==> src/tes_pkg.sv <==
package tes_pkg;

    localparam int MaxEvents  = 4;
    localparam int NumWords   = 4;
    localparam int TimeW      = 20;
    localparam int ProgW      = 17;
    localparam int CfgIdxW    = 3;
    localparam int CfgDataW   = 40;
    localparam int EvIdxW     = 3;

    localparam logic [TimeW-1:0] TimeMax = {TimeW{1'b1}};
    localparam logic [ProgW-1:0] OneQ16  = 17'h10000;

    localparam logic [1:0] ActTick  = 2'd0;
    localparam logic [1:0] ActStart = 2'd1;
    localparam logic [1:0] ActStop  = 2'd2;
    localparam logic [1:0] ActRsvd  = 2'd3;

    localparam logic [CfgIdxW-1:0] RegCount = 3'd4;
    localparam logic [CfgIdxW-1:0] RegLoop  = 3'd5;

    // controller to datapath
    typedef struct packed {
        logic load_in;     // capture input item
        logic do_start;
        logic do_stop;
        logic walk_init;   // begin a walk: now = last + dt, end = 0, clear event
        logic wrap_init;   // begin second walk from 0 with leftover time
        logic ev_step;     // evaluate event at index, advance end
        logic div_start;
        logic div_step;
        logic set_done;
        logic out_load;
    } t_cmd;

    // datapath to controller
    typedef struct packed {
        logic [1:0] action;
        logic       run;
        logic       idx_end;    // index reached limit
        logic       hit;        // event at index overlaps window
        logic       hit_dur_nz;
        logic       div_last;
        logic       no_event;   // current event 0
        logic       past_end;   // last > end
        logic       loop_en;
    } t_sts;

endpackage

==> src/tes_ctrl.sv <==
module tes_ctrl (
    input  logic             i_clk,
    input  logic             i_rst_n,
    input  logic             i_in_valid,
    output logic             o_in_ready,
    output logic             o_out_valid,
    input  logic             i_out_ready,
    input  tes_pkg::t_sts    i_sts,
    output tes_pkg::t_cmd    o_cmd
);

    localparam logic [2:0] S_IDLE  = 3'd0;
    localparam logic [2:0] S_DEC   = 3'd1;
    localparam logic [2:0] S_WALK  = 3'd2;
    localparam logic [2:0] S_DIV   = 3'd3;
    localparam logic [2:0] S_CHECK = 3'd4;
    localparam logic [2:0] S_FIN   = 3'd5;

    logic [2:0] r_state, n_state;
    logic       r_second, n_second;
    logic       r_out_valid, n_out_valid;

    // a new item may enter while the last result still waits
    assign o_in_ready  = (r_state == S_IDLE);
    assign o_out_valid = r_out_valid;

    always_comb begin
        n_state     = r_state;
        n_second    = r_second;
        n_out_valid = r_out_valid;
        o_cmd       = '0;
        if (r_out_valid && i_out_ready) begin
            n_out_valid = 1'b0;
        end
        unique case (r_state)
            S_IDLE: begin
                if (i_in_valid) begin
                    o_cmd.load_in = 1'b1;
                    n_state = S_DEC;
                end
            end
            S_DEC: begin
                n_second = 1'b0;
                if (i_sts.action == tes_pkg::ActStart) begin
                    o_cmd.do_start = !i_sts.run;
                    n_state = S_FIN;
                end else if (i_sts.action == tes_pkg::ActStop) begin
                    o_cmd.do_stop = 1'b1;
                    n_state = S_FIN;
                end else if (i_sts.action == tes_pkg::ActTick && i_sts.run) begin
                    o_cmd.walk_init = 1'b1;
                    n_state = S_WALK;
                end else begin
                    n_state = S_FIN;
                end
            end
            S_WALK: begin
                if (i_sts.idx_end) begin
                    n_state = r_second ? S_FIN : S_CHECK;
                end else begin
                    o_cmd.ev_step = 1'b1;
                    if (i_sts.hit) begin
                        if (i_sts.hit_dur_nz) begin
                            o_cmd.div_start = 1'b1;
                            n_state = S_DIV;
                        end else begin
                            n_state = r_second ? S_FIN : S_CHECK;
                        end
                    end
                end
            end
            S_DIV: begin
                o_cmd.div_step = 1'b1;
                if (i_sts.div_last) begin
                    n_state = r_second ? S_FIN : S_CHECK;
                end
            end
            S_CHECK: begin
                if (i_sts.no_event && i_sts.past_end) begin
                    if (i_sts.loop_en) begin
                        o_cmd.wrap_init = 1'b1;
                        n_second = 1'b1;
                        n_state = S_WALK;
                    end else begin
                        o_cmd.set_done = 1'b1;
                        n_state = S_FIN;
                    end
                end else begin
                    n_state = S_FIN;
                end
            end
            S_FIN: begin
                // wait for the result register to drain
                if (!r_out_valid || i_out_ready) begin
                    o_cmd.out_load = 1'b1;
                    n_out_valid = 1'b1;
                    n_state = S_IDLE;
                end
            end
            default: n_state = S_IDLE;
        endcase
    end

    always_ff @(posedge i_clk) begin
        if (!i_rst_n) begin
            r_state     <= S_IDLE;
            r_second    <= 1'b0;
            r_out_valid <= 1'b0;
        end else begin
            r_state     <= n_state;
            r_second    <= n_second;
            r_out_valid <= n_out_valid;
        end
    end

endmodule

==> src/tes_dp.sv <==
module tes_dp (
    input  logic                          i_clk,
    input  logic                          i_rst_n,
    input  logic                          i_cfg_we,
    input  logic [tes_pkg::CfgIdxW-1:0]   i_cfg_idx,
    input  logic [tes_pkg::CfgDataW-1:0]  i_cfg_data,
    input  logic [1:0]                    i_action,
    input  logic [15:0]                   i_dt,
    input  logic [7:0]                    i_query_id,
    input  tes_pkg::t_cmd                 i_cmd,
    output tes_pkg::t_sts                 o_sts,
    output logic                          o_running_now,
    output logic                          o_done_now,
    output logic [7:0]                    o_active_id,
    output logic [tes_pkg::ProgW-1:0]     o_progress,
    output logic                          o_is_on
);

    localparam int EndW = tes_pkg::TimeW + 1;
    localparam int DivW = tes_pkg::TimeW + 16;

    logic [tes_pkg::CfgDataW-1:0] r_word [tes_pkg::NumWords];
    logic [2:0]  r_count;
    logic        r_loop;

    logic [1:0]  r_action;
    logic [15:0] r_dt;
    logic [7:0]  r_query;

    logic        r_run, r_done;
    logic [tes_pkg::TimeW-1:0] r_time, r_last;
    logic [7:0]  r_event;
    logic [tes_pkg::ProgW-1:0] r_prog;

    logic [tes_pkg::EvIdxW-1:0] r_idx;
    logic [EndW-1:0] r_end;

    // restoring divider, one quotient bit a cycle
    logic [DivW-1:0] r_num;
    logic [16:0]     r_rem;
    logic [15:0]     r_den;
    logic [5:0]      r_dcnt;

    logic [tes_pkg::CfgDataW-1:0] w_word;
    logic [15:0] w_delay, w_dur;
    logic [7:0]  w_id;
    logic [EndW:0] w_start, w_evend;
    logic [2:0]  w_limit;
    logic [EndW:0] w_sum;
    logic [tes_pkg::TimeW-1:0] w_now;
    logic [EndW:0] w_left;
    logic [17:0] w_trial;
    logic [16:0] w_rem_sh;
    logic [DivW-1:0] w_q_sat_src;

    assign w_limit = (r_count > 3'(tes_pkg::MaxEvents)) ? 3'(tes_pkg::MaxEvents) : r_count;
    assign w_word  = (r_idx < 3'(tes_pkg::NumWords)) ? r_word[r_idx[1:0]] : '0;
    assign w_delay = w_word[15:0];
    assign w_dur   = w_word[31:16];
    assign w_id    = w_word[39:32];
    assign w_start = {1'b0, r_end} + (EndW+1)'(w_delay);
    assign w_evend = w_start + (EndW+1)'(w_dur);

    assign w_sum = (EndW+1)'(r_time) + (EndW+1)'(r_dt);
    assign w_now = (w_sum > (EndW+1)'(tes_pkg::TimeMax)) ? tes_pkg::TimeMax
                                                         : w_sum[tes_pkg::TimeW-1:0];
    // leftover: last - end + dt, end < last here
    assign w_left = (EndW+1)'(r_last) - (EndW+1)'(r_end) + (EndW+1)'(r_dt);

    assign w_rem_sh = {r_rem[15:0], r_num[DivW-1]};
    assign w_trial  = {1'b0, w_rem_sh} - {2'b0, r_den};
    assign w_q_sat_src = r_num;

    assign o_sts.action     = r_action;
    assign o_sts.run        = r_run;
    assign o_sts.idx_end    = ({1'b0, r_idx} >= {1'b0, w_limit});
    assign o_sts.hit        = (w_start <= (EndW+1)'(r_time))
                              && (w_evend >= (EndW+1)'(r_last));
    assign o_sts.hit_dur_nz = (w_dur != 16'd0);
    assign o_sts.div_last   = (r_dcnt == 6'd1);
    assign o_sts.no_event   = (r_event == 8'd0);
    assign o_sts.past_end   = ((EndW)'(r_last) > r_end);
    assign o_sts.loop_en    = r_loop;

    always_ff @(posedge i_clk) begin
        if (!i_rst_n) begin
            r_word[0] <= '0; r_word[1] <= '0; r_word[2] <= '0; r_word[3] <= '0;
            r_count <= '0;
            r_loop  <= 1'b0;
        end else if (i_cfg_we) begin
            if (i_cfg_idx < 3'(tes_pkg::NumWords)) begin
                r_word[i_cfg_idx[1:0]] <= i_cfg_data;
            end else if (i_cfg_idx == tes_pkg::RegCount) begin
                r_count <= i_cfg_data[2:0];
            end else if (i_cfg_idx == tes_pkg::RegLoop) begin
                r_loop <= i_cfg_data[0];
            end
        end
    end

    always_ff @(posedge i_clk) begin
        if (i_cmd.load_in) begin
            r_action <= i_action;
            r_dt     <= i_dt;
            r_query  <= i_query_id;
        end
        if (i_cmd.div_start) begin
            r_num  <= DivW'({r_time - w_start[tes_pkg::TimeW-1:0], 16'd0});
            r_den  <= w_dur;
            r_rem  <= '0;
            r_dcnt <= 6'(DivW);
        end else if (i_cmd.div_step) begin
            r_dcnt <= r_dcnt - 6'd1;
            if (!w_trial[17]) begin
                r_rem <= w_trial[16:0];
                r_num <= {r_num[DivW-2:0], 1'b1};
            end else begin
                r_rem <= w_rem_sh;
                r_num <= {r_num[DivW-2:0], 1'b0};
            end
        end
    end

    always_ff @(posedge i_clk) begin
        if (!i_rst_n) begin
            r_run   <= 1'b0;
            r_done  <= 1'b0;
            r_time  <= '0;
            r_last  <= '0;
            r_event <= '0;
            r_prog  <= '0;
            r_idx   <= '0;
            r_end   <= '0;
        end else begin
            if (i_cmd.do_start || i_cmd.do_stop) begin
                r_run   <= i_cmd.do_start;
                r_done  <= 1'b0;
                r_time  <= '0;
                r_event <= '0;
                r_prog  <= '0;
            end
            if (i_cmd.walk_init) begin
                r_last  <= r_time;
                r_time  <= w_now;
                r_event <= '0;
                r_prog  <= '0;
                r_idx   <= '0;
                r_end   <= '0;
            end
            if (i_cmd.wrap_init) begin
                r_last  <= '0;
                r_time  <= (w_left > (EndW+1)'(tes_pkg::TimeMax)) ? tes_pkg::TimeMax
                                                : w_left[tes_pkg::TimeW-1:0];
                r_event <= '0;
                r_prog  <= '0;
                r_idx   <= '0;
                r_end   <= '0;
            end
            if (i_cmd.ev_step) begin
                r_idx <= r_idx + 3'd1;
                r_end <= w_evend[EndW-1:0];
                if (o_sts.hit) begin
                    r_event <= w_id;
                end
            end
            if (i_cmd.div_step && o_sts.div_last) begin
                // last quotient bit lands here
                if ({w_q_sat_src[DivW-2:0], !w_trial[17]} > DivW'(tes_pkg::OneQ16)) begin
                    r_prog <= tes_pkg::OneQ16;
                end else begin
                    r_prog <= tes_pkg::ProgW'({w_q_sat_src[DivW-2:0], !w_trial[17]});
                end
            end
            if (i_cmd.set_done) begin
                r_run  <= 1'b0;
                r_done <= 1'b1;
            end
        end
    end

    always_ff @(posedge i_clk) begin
        if (i_cmd.out_load) begin
            o_running_now <= r_run;
            o_done_now    <= r_done;
            o_active_id   <= r_event;
            o_progress    <= r_prog;
            o_is_on       <= r_run && (r_event != 8'd0) && (r_event == r_query);
        end
    end

endmodule

==> src/timed_event_sequencer_core.sv <==
// channel   dir  tdata fields (low bit up)                          tuser
// s_axis    in   dt[15:0], query_id[23:16]                          action[1:0]
// m_axis    out  running_now[0], done_now[1], active_id[9:2],
//                progress[26:10], is_on[27]
// cfg       in   i_cfg_we, i_cfg_idx, i_cfg_data (event words, count, loop)
//
// a start or stop item is decoded and its result loaded; a tick walks up to four
// events in order and stops at the first hit, whose nonzero duration starts a serial
// divide; after the first walk a check may start a second walk from zero or set done
// sync active-low reset clears flags, time and config registers
// the next item is taken while a result waits; a stalled output holds the
// controller before loading the result register

module timed_event_sequencer_core (
    input  logic                         i_clk,
    input  logic                         i_rst_n,
    input  logic                         i_cfg_we,
    input  logic [tes_pkg::CfgIdxW-1:0]  i_cfg_idx,
    input  logic [tes_pkg::CfgDataW-1:0] i_cfg_data,
    input  logic                         s_axis_tvalid,
    output logic                         s_axis_tready,
    input  logic [23:0]                  s_axis_tdata,  // dt, query_id
    input  logic [1:0]                   s_axis_tuser,  // action
    output logic                         m_axis_tvalid,
    input  logic                         m_axis_tready,
    output logic [31:0]                  m_axis_tdata   // running_now, done_now,
                                                        // active_id, progress, is_on
);

    tes_pkg::t_cmd w_cmd;
    tes_pkg::t_sts w_sts;
    logic        w_run, w_done, w_on;
    logic [7:0]  w_id;
    logic [tes_pkg::ProgW-1:0] w_prog;

    tes_ctrl u_ctrl (
        .i_clk       (i_clk),
        .i_rst_n     (i_rst_n),
        .i_in_valid  (s_axis_tvalid),
        .o_in_ready  (s_axis_tready),
        .o_out_valid (m_axis_tvalid),
        .i_out_ready (m_axis_tready),
        .i_sts       (w_sts),
        .o_cmd       (w_cmd)
    );

    tes_dp u_dp (
        .i_clk         (i_clk),
        .i_rst_n       (i_rst_n),
        .i_cfg_we      (i_cfg_we),
        .i_cfg_idx     (i_cfg_idx),
        .i_cfg_data    (i_cfg_data),
        .i_action      (s_axis_tuser),
        .i_dt          (s_axis_tdata[15:0]),
        .i_query_id    (s_axis_tdata[23:16]),
        .i_cmd         (w_cmd),
        .o_sts         (w_sts),
        .o_running_now (w_run),
        .o_done_now    (w_done),
        .o_active_id   (w_id),
        .o_progress    (w_prog),
        .o_is_on       (w_on)
    );

    assign m_axis_tdata = {4'd0, w_on, w_prog, w_id, w_done, w_run};

endmodule

==> config.mk <==
export PLATFORM = sky130hd
export DESIGN_NAME = timed_event_sequencer_core
export DESIGN_NICKNAME = d
export VERILOG_FILES = /design/src/tes_pkg.sv /design/src/tes_ctrl.sv /design/src/tes_dp.sv /design/src/timed_event_sequencer_core.sv
export SDC_FILE = /design/constraint.sdc
export NUM_CORES = 1
export LEC_CHECK = 0
export BUFFER_PORTS_ARGS = -buffer_cell sky130_fd_sc_hd__buf_2
export CORE_MARGIN = 8
export CORE_UTILIZATION = 57
export DETAILED_ROUTE_END_ITERATION = 8
export MAX_ROUTING_LAYER = met4
export PLACE_DENSITY = 0.78
export REMOVE_ABC_BUFFERS = 1
export SYNTH_ARGS = -nofsm -noshare
export SYNTH_HDL_FRONTEND = slang
export SYNTH_HIERARCHICAL = 1
export SYNTH_SLANG_ARGS = --single-unit
==> constraint.sdc <==
create_clock -name i_clk -period 8.1 [get_ports i_clk]
set_input_delay 0.405 -clock i_clk [delete_from_list [all_inputs] [get_ports i_clk]]
set_output_delay 0.405 -clock i_clk [all_outputs]
set_load 0.01 [all_outputs]
Word level (Yosys, flattened, before mapping)
Memory sizes are Yosys's and may differ from the RTL's. A register that Yosys moved wholly into a read port is not among the register bits. Index checks and enable logic that the tools add are counted.

Register bits: 228. RAM bits: 160. Memories kept: 1.

Add/sub/neg operators: 9. $lt $le $gt $ge: 10. Eq/ne operators: 17. Muxes and demuxes: 79. Bitwise operators: 3. Reductions and logical operators: 30.

Memories: u_dp.r_word (depth 4, width 40, read ports 1, clocked after memory_dff 1, wr ports 4, line tes_dp.sv:22) `logic [tes_pkg::CfgDataW-1:0] r_word [tes_pkg::NumWords];`.

Operators with widths (count): 20-bit two-way mux (5); 17-bit two-way mux (5); 40-bit two-way mux (2); 36-bit two-way mux (2); 21-bit two-way mux (3); 3-bit two-way mux (16); 22-bit by 16-bit adder with 22-bit output (2); 22-bit by 20-bit > comparator with 1-bit output, second input constant (2); 8-bit two-way mux (5); 40-bit OR reduction (1); 36-bit by 17-bit > comparator with 1-bit output, second input constant (1); 1-bit two-way mux (32); 21-bit by 16-bit adder with 22-bit output (1); 22-bit by 20-bit greater-or-equal comparator with 1-bit output (1); 22-bit by 20-bit less-or-equal comparator with 1-bit output (1); 20-bit by 21-bit subtractor with 22-bit output (1); 20-bit by 16-bit adder with 21-bit output (1); 20-bit by 21-bit > comparator with 1-bit output (1); 20-bit subtractor (1); 3-bit one-hot mux with 6 select lines (1); 17-bit by 16-bit subtractor with 18-bit output (1); 16-bit two-way mux (1); 16-bit nonzero test (1); 3-bit == test, second input constant (4); other kinds (30) (57).

Depth between registers and ports, before layout
Gate-level depths: netlist of run 1.

Depth in word-level cells: 12. Depth in mapped cells: 36. Depth with buffers taken out: 32.

Hierarchy
The synthesis of run 1 kept the hierarchy.

Modules (own cells, without submodules): tes_dp (times used 1, cells each 2132, area an instance 22248.8 um^2, sequential area each 10209.8 um^2); tes_ctrl (times used 1, cells each 59, area an instance 449.2 um^2, sequential area each 100.1 um^2); timed_event_sequencer_core (times used 1, cells each 8, area an instance 56.3 um^2, sequential area each 0.0 um^2).

Worst setup path after synthesis of run 1
No wires, ideal clock.

Path kind: register -> register. Start: register with a tool-made name. End: register u_dp.r_num[18] (data pin). Setup time: 0.132 ns. Data arrival time: 8.381 ns. Required time: 7.968 ns. Setup slack: -0.413 ns. Stages on the path, launching flop included: 36. Path through: dfxtp_1 clkbuf_1 buf_2 buf_1 mux4_2 nor2b_1 ha_1 fa_1 a211oi_2 o21ai_1 o211a_4 o21ai_0 nand2b_1 xor2_1 ha_1 a21o_1 a21oi_1 o21ai_1 o41ai_1 a21oi_1 xnor2_1 ha_1 nand4_1 nor2_1 a2111oi_0 o211ai_1 nor2_1 a221oi_1 o21ai_0 nor2_1 inv_1 nor2_1 clkbuf_1 clkbuf_1 clkbuf_1 a22o_1.

RTL lines: to (signal assigned) (line tes_dp.sv:108) `r_num <= DivW'({r_time - w_start[tes_pkg::TimeW-1:0], 16'd0});`; to (signal assigned) (line tes_dp.sv:116) `r_num <= {r_num[DivW-2:0], 1'b1};`; to (signal assigned) (line tes_dp.sv:119) `r_num <= {r_num[DivW-2:0], 1'b0};`; to (decl) (line tes_dp.sv:39) `logic [DivW-1:0] r_num;`.

==> summary.md, run 1 <==
| Metric | Value |
|---|---|
| Crit path max-delay family | compound AO/OA/AOI/OAI gates |
| GRT Util Overall | 0.244 |
| Yosys Warn Count | 6 |
| Num rows | 73 |
| Yosys reg bits | 390 |
| Cell taking the most area after synthesis | edfxtp_1 |
| Dpl hpwl | 41.1 mm |
| Crit path time final | 7.44 ns |
| Hold Vio Cnt, Final | 0 |
| Share of post-route cells with drive strength above 1 | 0.123 |
| Final setup TNS | 0 ns |
| Mean Syn Cell Area | 10.3 sq um |
| WL/cell | 19.8 um |
| Number of H-tree levels | 2 |
| Buf/Inv on CP | 2 |
| Top Usage Layer GRT | met2 |
| Final period util | 0.918 |
| Post-synthesis instance area | 22800 sq um |
| Final Max Tran Viols | 0 |
| Share of the synthesized area in the top cell type | 0.330 |
| Critical path's largest stage delay | 0.51 ns |
| Met1 GRT Util | 0.311 |
| Initial Utilization | 0.575 |
| First-pass GRT wire length | 90.1 mm |
| Core area | 39500 sq um |
| Die width | 216 um |
| GR met3 Demand/Resource | 0.0299 |
| Buffers inserted by post-CTS timing repair | 0 |
| Count of cell types in the netlist | 91 |
| P&R area growth vs syn | 10.7% |
| Initial antenna violation count | 0 |
| DRC violations left | 0 |
| Vias | 16900 |
| Largest net degree at the start of global routing | 58 |
| Post-synth EDFFs | 250 |
| Hold buffer count at CTS | 0 |
| Met2 Use GR | 0.400 |
| Nets | 2550 |
| Clk_skew | 0.0134 ns |
| Drt first pass iters | 5 |
| Total leakage power | 10.2 nW |
| CP arrival | 7.85 ns |
| GRT overflow | 0 |
| Setup violators final | 0 |
| Top cells by count, synth | nor2_1, edfxtp_1, inv_1, ha_1, dfxtp_1 |
| Vias in the first global route | 16800 |
| Via density | 5.93 |
| RSZ-0062 raised after global routing | false |
| Fmax | 134 MHz |
| Clk_lat worst skew | 0.55 ns |
| Hold Worst Slack | 0.0291 ns |
| Detailed Route WL | 56.3 mm |
| Worst-Margin Slew | 1.10 ns |
| Hold Path Class | in2reg |
| Clock sink count | 390 |
| CP Capture Type | register |
| Top post-synthesis cells by area | edfxtp_1, dfxtp_1, ha_1, nor2_1, mux4_2 |
| I/O pins | 108 |
| Clock tree from TritonCTS | built |
| CTS Buf Count | 42 |
| Max-Slew Margin vs Limit | 0.262 |
| Longest Clk Path Bufs | 3 |
| Sequential fraction of the synthesis area | 0.453 |
| Data required, critical path | 8.51 ns |
| Peak VDD IR | 0.202 mV |
| Dominant synthesized flop cell | edfxtp_1 |
| CP Max Fanout | 35 |
| Root Driver | clkbuf_16 |
| Most common cell in the synthesized netlist | nor2_1 |
| Clock transition at path regs | 0.06 ns |
| Outcome | finished clean |
| Slowest cell on the critical path | mux4_2 |
| Power Density | 187 nW/um^2 |
| Die extent in y | 216 um |
| Inserted Diodes | 0 |
| Port bufs | 103 |
| Die area | 46600 sq um |
| Final core occ | 0.637 |
| Gpl congestion | 0.919 |
| Max cap viols | 0 |
| Kind of critical path | reg2reg |
| Post-Synthesis Cells | 2199 |
| Synth async-reset ratio | 0 |
| Initial DRC count | 1318 |
| Routed Antenna Nets | 0 |
| Crit path launch type | register |
-- registers in the layout, indices dropped and copies added, names as in the netlist, 17 cells and up, named ones only --
register / flops
u_dp/r_last: 20
u_dp/o_progress: 17
u_dp/r_prog: 17
u_dp/r_time: 20
u_dp/r_num: 36
u_dp/r_end: 21
u_dp/r_word: 160
-- power breakdown --
group,total (mW),internal (mW),switching [mW]
clock network,1.82,1.03,0.790
registers,2.24,2.20,0.0420
logic,0.654,0.255,0.399
total,4.72,3.49,1.23
-- cells in the final DEF, fill, tap and decap left out, drive strengths merged, types with 26 or more instances in the layout --
| cell | n |
|---|---|
| nor2 | 276 |
| clkbuf | 53 |
| a21o | 44 |
| o21a | 35 |
| dfxtp | 140 |
| edfxtp | 250 |
| nor2b | 56 |
| nand3 | 30 |
| ha | 170 |
| buf | 137 |
| o21ai | 91 |
| xor2 | 26 |
| xnor2 | 62 |
| a21oi | 83 |
| inv | 226 |
| nand2 | 120 |
| a211oi | 33 |
| mux2i | 62 |
| mux4 | 40 |
-- per-stage QoR --
step	power (mW)	instance area (sq um)	setup WS, ns	std cells
3_3_place_gp	2.90	23900	0.528	2765
4_1_cts	4.74	25200	0.231	2841
2_1_floorplan	2.71	22400	-3.41	2103
6_report	4.72	25200	0.662	2841
3_5_place_dp	2.93	23900	0.323	2765
5_1_grt	4.89	25200	0.0186	2841
-- area by class of cell --
type | instances | area (sq um)
clock buffer | 53 | 1130
timing repair buffer | 137 | 774
fill | 3106 | 14400
tap | 525 | 657
inverter | 223 | 837
sequential | 390 | 10300
multi-input combinational | 1490 | 11300
clock inverter | 23 | 168
-- worst reg2reg max path: cells and delay by family (launching register included) --
family,cells,cell delay [ns]
AO/OA/AOI/OAI,14,2.80
adder cells (fa/ha/maj),4,1.31
XOR/XNOR,2,0.41
multiplexers,1,0.52
buffers and inverters,2,0.43
flip-flops,1,0.46
AND/OR/NAND/NOR,9,1.38
-- cells by family after synthesis --
family | after synthesis | share of synthesized area
other cells | 1 | 0.000165
simple gates | 635 | 0.133
buf+inv | 322 | 0.0549
xor+xnor | 88 | 0.0347
mux | 104 | 0.0679
compound gates | 467 | 0.143
flops | 390 | 0.453
fa+ha+maj | 192 | 0.113
-- worst paths after layout --
check	startpoint	to	slack [ns]	cells past startpoint
max reg2reg	register	u_dp/r_num[26]$_DFFE_PP_	0.66	32
min reg2reg	u_dp/r_prog[9]$_SDFFE_PN0P_	u_dp/o_progress[9]$_DFFE_PP_	0.43	0
min	s_axis_tdata[14]	u_dp/r_dt[14]$_DFFE_PP_	0.03	1
max	register	u_dp/r_num[26]$_DFFE_PP_	0.66	32
-- routing by layer --
metal,up-vias,routed length (um)
met2,568,27200
met5,-,0
met1,8137,24100
met3,105,3220
li1,8047,-
met4,0,1770
-- timing repair --
item | CTS | global route
gates resized for setup | 0 | 6
endpoints found under the setup margin | 0 | 59
hold endpoints to repair | 0 | 0
Note: power is estimated with default switching activity, not from simulation.
==> inputs of run 2 (changes only) <==
GPL_TIMING_DRIVEN = 0   (was not set)
==> summary.md, run 2 (synthesis results as in run 1) <==
| Metric | Value |
|---|---|
| Final Max Tran Viols | 0 (unchanged) |
| CTS Buf Count | 42 (unchanged) |
| Footprint of the multi-input gates | 11400 sq um (+0.50%) |
| Root Driver | clkbuf_16 |
| Hold Path Class | in2reg |
| Data required, critical path | 8.39 ns (-0.12 ns) |
| Top flop regs | u_dp/r_word: 160 flops, u_dp/r_num: 36 flops, u_dp/r_end: 21 flops |
| Slowest cell on the critical path | mux4_2 |
| Worst-Margin Slew | 1.21 ns (+0.104 ns) |
| CP Capture Type | register |
| P&R area growth vs syn | 12.3% |
| Worst reg2reg path endpoint | u_dp/r_num[26]$_DFFE_PP_ |
| DRC violations left | 0 (unchanged) |
| Register with the most flip-flops | u_dp/r_word |
| Total power | 4.77 mW (+1.2%) |
| CP arrival | 7.97 ns (+0.12 ns) |
| Worst r2r path cells | 32 (unchanged) |
| Clock tree from TritonCTS | built |
| Setup violators final | 0 (unchanged) |
| Critical path's largest stage delay | 0.55 ns (+0.04 ns) |
| Fmax | 130 MHz (-3.1%) |
| Initial antenna violation count | 1 (+1) |
| Max cap viols | 0 (unchanged) |
| Total leakage power | 10.3 nW (+0.70%) |
| Power Density | 187 nW/um^2 (-0.21%) |
| Largest net degree at the start of global routing | 47 (-19%) |
| Max-Slew Margin vs Limit | 0.194 (-0.0682) |
| Clk_lat worst skew | 0.56 ns (about the same) |
| Initial Utilization | 0.575 (unchanged) |
| Clock sink count | 390 (unchanged) |
| Nets | 2549 (-0.039%) |
| Longest Clk Path Bufs | 3 (unchanged) |
| Crit path time final | 7.68 ns (+0.241 ns) |
| Kind of critical path | reg2reg |
| I/O pins | 108 (unchanged) |
| Detailed Route WL | 55.8 mm (-0.89%) |
| WL/cell | 19.6 um (-0.96%) |
| Final period util | 0.948 (+0.0298) |
| Peak VDD IR | 0.193 mV (-4.3%) |
| Gpl congestion | 0.948 (+3.1%) |
| Vias in the first global route | 16700 (-0.89%) |
| Share of post-route cells with drive strength above 1 | 0.127 (+0.00383) |
| R2R Setup Slk | 0.42 ns (-0.24 ns) |
| Filler Cell Count | 2965 (-4.5%) |
| CP Max Fanout | 23 (-34%) |
| Hold Worst Slack | 0.0205 ns (-0.00855 ns) |
| First-pass GRT wire length | 88.2 mm (-2.1%) |
| Clock transition at path regs | 0.06 ns (about the same) |
| Core area | 39500 sq um (unchanged) |
| Die extent in y | 216 um (unchanged) |
| Worst hold endpoint | u_dp/r_query[1]$_DFFE_PP_ |
| WHS Path Cells | 1 (unchanged) |
| Sequential Area | 10300 sq um (about the same) |
| Commonest non-fill, non-tap cell in the layout | nor2_1 |
| Die width | 216 um (unchanged) |
| Clk_skew | 0.0290 ns (+0.0156 ns) |
| Via density | 6.01 (+1.2%) |
| Outcome | finished clean |
| GRT overflow | 0 (unchanged) |
| Die area | 46600 sq um (unchanged) |
| Vias | 17100 (+1.3%) |
| Num rows | 73 (unchanged) |
| Number of H-tree levels | 2 (unchanged) |
| Dpl hpwl | 40.0 mm (-2.7%) |
| Crit path launch type | register |
| Hold path startpoint | s_axis_tdata[17] |
| Hold Vio Cnt, Final | 0 (unchanged) |
| Drt first pass iters | 6 (+1) |
| GRT Util Overall | 0.239 (-0.00463) |
| Initial DRC count | 1423 (+8.0%) |
| Most frequent cells in the layout | nor2_1, edfxtp_1, inv_1 |
| Port bufs | 103 (unchanged) |
| Max reg flops | 160 (unchanged) |
| Routed Antenna Nets | 0 (unchanged) |
run 2: worst max-delay path by stage:
stage	start	end	slack (ns)
2_1_floorplan	register	u_dp/r_num[21]$_DFFE_PP_	-3.41
3_3_place_gp	register	u_dp/r_num[21]$_DFFE_PP_	-7.19
3_5_place_dp	register	u_dp/r_num[20]$_DFFE_PP_	-1.36
4_1_cts	register	u_dp/r_num[26]$_DFFE_PP_	0.1
5_1_grt	register	u_dp/r_rem[0]$_SDFFE_PP0P_	-0.03
6_report	register	u_dp/r_num[26]$_DFFE_PP_	0.42
run 2: timing repair:
action                     in CTS  in global routing
buffers inserted                3                 10
cloned                          2                  1
pin swaps                       1                  0
setup endpoints to repair      97                 97
hold buffers                    0                  0
gates resized for setup         5                  6
run 2: routing by layer:
layer	routed length, um	vias up	share of wire	GRT usage
li1	-	8068	-	-
met2	27200	633	0.49	0.388
met5	0	-	0	-
met4	2040	0	0.037	0.0976
met1	23100	8263	0.41	0.304
met3	3370	109	0.060	0.0267
run 2: area by class of cell:
type	instances	share of cell area
diodes	1	0.0000980
inverters	223	0.0328
clock inverters	19	0.00632
flip-flops and latches	390	0.404
multi-input cells	1492	0.445
repair buffers	134	0.0385
well taps	525	0.0257
clock buffers	59	0.0477
run 2: where the power goes:
part | switching [mW] | internal, mW | total [mW]
logic | 0.395 | 0.257 | 0.652
registers | 0.0423 | 2.20 | 2.24
clock network | 0.787 | 1.09 | 1.88
total | 1.22 | 3.55 | 4.78
run 2: through the flow:
stage | cell area (sq um) | instances | util | TNS, ns | setup WS [ns]
floorplan | 22400 | 2103 | - | -235.65 | -3.41
global placement | 23500 | 2731 | 0.595 | -548.56 | -7.19
detailed placement | 23900 | 2747 | 0.604 | -82.74 | -1.36
CTS | 25300 | 2830 | 0.641 | 0 | 0.0969
global route | 25500 | 2843 | 0.646 | -0.0464 | -0.0275
finish | 25500 | 2843 | 0.646 | 0 | 0.421
run 2: worst max-delay path: cells and delay by family, from the launching register on:
family / cells / cell delay [ns]
DFF: 1 / 0.41
muxes: 1 / 0.55
adders and majority gates: 3 / 0.96
buffers and inverters: 4 / 0.65
and+or+nand+nor: 9 / 1.53
AOI/OAI and AO/OA: 13 / 2.85
xor gates and xnor gates: 2 / 0.43
